--- src/hdl/hsa_pkg.sv ---
// Shared constants, codes and types of the heap segment allocator.
package hsa_pkg;

  localparam int MAX_SEGMENTS = 64;
  localparam int HEADER_BYTES = 32;
  localparam int ADDR_BITS    = 24;
  localparam int SIZE_W       = 24;
  localparam int IDX_W        = $clog2(MAX_SEGMENTS);
  localparam int CNT_W        = $clog2(MAX_SEGMENTS + 1);
  localparam int ACC_W        = 32;
  localparam int STATUS_W     = 3;

  typedef logic [SIZE_W-1:0] size_t;
  typedef logic [IDX_W-1:0]  idx_t;
  typedef logic [CNT_W-1:0]  cnt_t;

  typedef enum logic [STATUS_W-1:0] {
    ST_REUSED  = 3'd0,
    ST_GROWN   = 3'd1,
    ST_NOSPACE = 3'd2,
    ST_ZERO    = 3'd3,
    ST_FREED   = 3'd4,
    ST_UNKNOWN = 3'd5
  } status_t;

  typedef enum logic [1:0] {
    FIT_FIRST = 2'd0,
    FIT_BEST  = 2'd1,
    FIT_WORST = 2'd2,
    FIT_NEXT  = 2'd3
  } fit_t;

  localparam logic ACT_ALLOC = 1'b0;
  localparam logic ACT_FREE  = 1'b1;

  localparam logic REG_FIT_MODE   = 1'b0;
  localparam logic REG_HEAP_LIMIT = 1'b1;

  typedef enum logic [1:0] {
    SH_NONE   = 2'd0,
    SH_INSERT = 2'd1,
    SH_DELETE = 2'd2
  } shift_t;

  // Command broadcast along the row of cells each cycle.
  typedef struct packed {
    logic   we;
    idx_t   widx;
    size_t  wsize;
    logic   wfree;
    shift_t shift;
    idx_t   sidx;
    size_t  ssize;
    logic   sfree;
  } cell_cmd_t;

endpackage

--- src/hdl/hsa_cell.sv ---
// One table entry: payload size and free mark, loaded from a neighbour on a shift.
module hsa_cell (
  input  logic               clk,
  input  hsa_pkg::idx_t      my_index,
  input  hsa_pkg::cell_cmd_t cmd,
  input  hsa_pkg::size_t     left_size,
  input  logic               left_free,
  input  hsa_pkg::size_t     right_size,
  input  logic               right_free,
  output hsa_pkg::size_t     size,
  output logic               free
);
  import hsa_pkg::*;

  always_ff @(posedge clk) begin
    if (cmd.shift == SH_INSERT && my_index > cmd.sidx) begin
      size <= left_size;
      free <= left_free;
    end else if (cmd.shift == SH_INSERT && my_index == cmd.sidx) begin
      size <= cmd.ssize;
      free <= cmd.sfree;
    end else if (cmd.shift == SH_DELETE && my_index >= cmd.sidx) begin
      size <= right_size;
      free <= right_free;
    end else if (cmd.we && my_index == cmd.widx) begin
      size <= cmd.wsize;
      free <= cmd.wfree;
    end
  end

endmodule

--- config.mk ---
export PLATFORM = sky130hd
export DESIGN_NAME = hsa_cell
export DESIGN_NICKNAME = d
export VERILOG_FILES = /design/src/hdl/hsa_pkg.sv /design/src/hdl/hsa_cell.sv
export SDC_FILE = /design/constraint.sdc
export NUM_CORES = 1
export LEC_CHECK = 0
export BUFFER_PORTS_ARGS = -buffer_cell sky130_fd_sc_hd__buf_4
export CORE_MARGIN = 5
export CORE_UTILIZATION = 38
export CTS_CLUSTER_SIZE = 28
export DETAILED_ROUTE_END_ITERATION = 16
export PLACE_DENSITY_LB_ADDON = 0.15
export SLEW_MARGIN = 15
export SYNTH_ARGS = -nofsm -noshare
export SYNTH_HDL_FRONTEND = slang
export SYNTH_SLANG_ARGS = --single-unit
--- constraint.sdc ---
create_clock -name clk -period 4.49 [get_ports clk]
set_input_delay 0.449 -clock clk [delete_from_list [all_inputs] [get_ports clk]]
set_output_delay 0.449 -clock clk [all_outputs]
set_load 0.01 [all_outputs]
# After elaboration in Yosys (flattened, before gate mapping)
# Index checks and enable logic that the tools add are counted.
# W data, S select, Z words.
word_totals:
  ff_bits: 25
  in_bits: 122
  out_inout_bits: 25
op_classes:
  magnitude_cmp: 2
  n_eq_ne: 4
  n_mux: 8
  reduce_logical: 5
op_table:
  columns: ["operator", "n"]
  rows:
  - ["$mux W24", 4]
  - ["$eq A6 B6 Y1", 2]
  - ["$ge A6 B6 Y1", 1]
  - ["$gt A6 B6 Y1", 1]
  - ["$logic_and A1 B1 Y1", 4]
  - ["$mux W1", 4]
  - ["$reduce_bool A4 Y1", 1]
  - ["$eq A2 B1 Y1 const B", 1]
  - ["$eq A2 B2 Y1 const B", 1]

# Depth between registers and ports, before layout
depth:
  word_depth: 6
  depth_mapped: 8
  depth_no_buf: 7

# Worst setup path after synthesis
# OpenSTA, ideal clock, no wires.
synth_path:
  path_type: "input to register"
  from: "input cmd[60] (netlist bit)"
  to: "register free (enable)"
  setup_ps: 478
  arrival_ps: 3313
  path_slack_ps: 699
  cell_stages: 2
  n_path_buf: 0
  path_cell_list: "xor2_1 o41ai_1"
synth_via:
  elab_chain_len: 3
synth_rtl:
  columns: ["item", "line", "source"]
  rows:
  - ["start: declaration", "hsa_cell.sv:5", "input hsa_pkg::cell_cmd_t cmd,"]
  - ["$eq A6 B6 Y1", "hsa_cell.sv:25", "end else if (cmd.we && my_index == cmd.widx) begin"]
  - ["$logic_and A1 B1 Y1", "hsa_cell.sv:25", null]
  - ["$reduce_bool A4 Y1 (no line)", null, null]
  - ["end signal: assignment", "hsa_cell.sv:21", "free <= cmd.sfree;"]
  - ["end signal: assignment", "hsa_cell.sv:24", "free <= right_free;"]
  - ["end signal: assignment", "hsa_cell.sv:27", "free <= cmd.wfree;"]
  - ["end: declaration", "hsa_cell.sv:11", "output logic free"]
# Every way passes these cells.
# A chain may end at the register's enable or synchronous reset.

# Final worst setup path
layout_path:
  from: "input my_index[5]"
  to: "register size[19] (data pin)"
layout_via:
  elab_chain_len: 5
  elab_cells_between_ends: 9
  classes_between: "order compare (2); eq/ne (1); mux (3); reduce/logical (3)"
layout_rtl:
  columns: ["item", "line", "source"]
  rows:
  - ["start: declaration", "hsa_cell.sv:4", "input hsa_pkg::idx_t my_index,"]
  - ["$ge A6 B6 Y1", "hsa_cell.sv:22", "end else if (cmd.shift == SH_DELETE && my_index >= cmd.sidx) begin"]
  - ["$logic_and A1 B1 Y1", "hsa_cell.sv:22", null]
  - ["$mux W24", "hsa_cell.sv:22", null]
  - ["$mux W24", "hsa_cell.sv:19", "end else if (cmd.shift == SH_INSERT && my_index == cmd.sidx) begin"]
  - ["$mux W24 *", "hsa_cell.sv:16", "if (cmd.shift == SH_INSERT && my_index > cmd.sidx) begin"]
  - ["end signal: assignment", "hsa_cell.sv:17", "size <= left_size;"]
  - ["end signal: assignment", "hsa_cell.sv:20", "size <= cmd.ssize;"]
  - ["end signal: assignment", "hsa_cell.sv:23", "size <= right_size;"]
  - ["end: declaration", "hsa_cell.sv:10", "output hsa_pkg::size_t size,"]
# Every way passes the cells marked *; elsewhere a longest branch is shown, timed or not.

==> impl_metrics.json <==
{
  "setup_viol": 0,
  "min_period_ps": 2630,
  "wire_length_of_the_first_global_routing_pass_um": 9340,
  "worstSetupPathType": "input port to flop",
  "yosysUniqueCellTypes": 34,
  "dr.first_iter.drc_count": 127,
  "gr-usage-met2_pct": 34.8,
  "cts_tree": "yes",
  "run_status": "completed",
  "fmaxAchievable_ghz": 0.381,
  "worstPathMaxFanout": 25,
  "worst-slew-pin-transition_ps": 1120,
  "synth-seq-cells": 25,
  "wl_um": 5910,
  "routedWlPerCell_um": 17.1,
  "max_cap_violations": 0,
  "worstPathRequired_ps": 4570,
  "synth_fp_nets": 281,
  "nets": 423,
  "grt.met1_usage_pct": 21.9,
  "first_global_vias": 1937,
  "fillers": 369,
  "io_buffer_count": 146,
  "grt_max_degree": 46,
  "die-height_um": 76.2,
  "antenna_cells": 0,
  "yosys_warnings": 0,
  "ioPinCount": 147,
  "timing.final.hold_violations": 0,
  "grt_antenna_before_repair": 0,
  "rows": 24,
  "cts.clk_slew.worst_paths_ps": 80,
  "number_of_clock_sinks": 25,
  "cellPowerDensity_nw_per_um2": 236,
  "grt_util_all_layers_pct": 19.4,
  "post-route-drc-count": 0,
  "cts_max_path_buffers": 2,
  "core-area_um2": 4290,
  "synth_cells": 153,
  "postRouteAntennaNets": 0,
  "placement.cell_area_um2": 2810,
  "flow.area_growth_from_synthesis_pct": 71.6,
  "worst_setup_path_start_kind": "input port",
  "cp_data_arrival_time_ps": 2710,
  "fp.dieW_um": 76.2,
  "htreeDepth": 1,
  "clockRootBuffer": "clkbuf_8",
  "power.leakage_nw": 1.31,
  "synth.cell_area_um2": 1660,
  "syn_avg_cell_area_um2": 10.9,
  "grt_setup_unrepaired": "no",
  "cts-buffers-inserted": 3,
  "finish.instance_area_um2": 2850,
  "hp-class": "input port to flop",
  "drive_above_1_share_pct": 54.1,
  "viasPerCell": 5.29,
  "finalCritPeriodShare_pct": 58.5,
  "maxSlewViolCount": 0,
  "vdd.ir_drop.worst_uv": 119,
  "initial_utilization_pct": 38.7,
  "cts.hold.buffers_added": 0,
  "gp_congestion": 0.768,
  "ys_seq_area_share_pct": 45.1,
  "num_vias": 1831,
  "crit_path_end_kind": "flop",
  "die_area_um2": 5800,
  "timing.max_slew.rel_slack_pct": 25.2,
  "setup-tns-final_ps": 0,
  "cts_setup_buffers": 0,
  "grt_overflow_total": 0,
  "drt_first_pass_iters": 4,
  "grt_most_used_layer": "met2",
  "cts_repair_resize_count": 0,
  "grt_use_met3_pct": 6.26,
  "dpl.hpwl_um": 4740
}
[metal layers]
layer  vias up  part of all wire [%]
met2        93                    52
met5         -                     0
met3         6                    10
met4         0                   1.3
li1        901                     -
met1       831                    36
[worst paths after layout]
| kind | from | endpoint | depth (start not counted) |
|---|---|---|---|
| max | my_index[5] | size[19]$_DFFE_PP_ | 7 |
| min | right_free | free$_DFFE_PP_ | 2 |
[cells by family after synthesis]
group / share of synthesized area [%]
xor+xnor: 3.16
flops: 45.1
compound gates: 35.8
simple gates: 5.79
buf+inv: 4.97
mux: 0.602
fa+ha+maj: 4.51
[cell usage in the layout (no fill, tap or decap), types with 2 or more instances in the layout]
cell type  Yosys  routed
xor2_1         3       3
edfxtp_1      25      25
a221o_1        2       2
buf_4          0     147
nor2b_1        2       2
xnor2_1        3       3
nor2_1         2       2
nand2b_1       3       3
nand2_1        2       2
inv_1         10      10
a22o_1         3       3
ha_1           6       6
a22oi_1       42      42
o21ai_1        3       3
nand3_1        2       2
clkbuf_8       0       3
o21ai_0       18      18
[stage by stage]
step	power, mW	std cells	utilization [%]	setup WS (ps)	hold WS (ps)
finish	0.674	346	66.5	1860	481
global route	0.715	346	66.5	1620	480
CTS	0.681	346	66.5	1860	474
detailed placement	0.550	342	65.4	1570	752
global placement	0.545	342	65.4	1600	750
floorplan	0.402	153	-	699	658
[registers in the layout, summed over array words and instances (netlist names)]
| signal | flops |
|---|---|
| size | 24 |
| free | 1 |
[critical path, cell delays in order]
cell	delay, ps
buf_4	120
ha_1	330
nand4_2	180
o21bai_4	250
a311oi_4	960
a221oi_2	100
nor4_1	320
[final cells by class]
cell class	instances	area (um^2)	area share, %
multi-input cells	108	852	29.9
inverters	10	37.5	1.32
well taps	52	65.1	2.28
repair buffers	147	1100	38.7
flip-flops and latches	25	751	26.3
clock buffers	4	45.0	1.58
[synth_stat cells (all sizes together)]
master  count  area share (%)
nand2       2            0.45
o21bai      1             1.1
a221oi      2             1.4
clkbuf      4            0.90
o21ai      21             6.3
a21bo       1            0.60
xnor2       3             1.6
a31o        1            0.53
a22o        3             1.6
nand4       2             1.1
a311oi      1             1.6
nand2b      3             1.1
xor2        3             1.6
nand3       2            0.60
edfxtp     25              45
a221o       2             1.2
o41ai       1            0.53
inv        10             2.3
ha          6             4.5
nor3        2            0.90
nor4        1            0.38
nor2        2            0.45
a31oi       1            0.75
a21oi       1            0.30
nor2b       2            0.75
a21o        1            0.45
a22oi      42              19
buf         6             1.8
o21a        1            0.45
mux2i       1            0.60
[report_power, final]
part	leakage (nW)	switching [mW]	internal, mW
clock network	0.0228	0.0686	0.0633
registers	0.229	0.00785	0.296
logic	1.06	0.101	0.137
(Power assumes the default switching activity.)
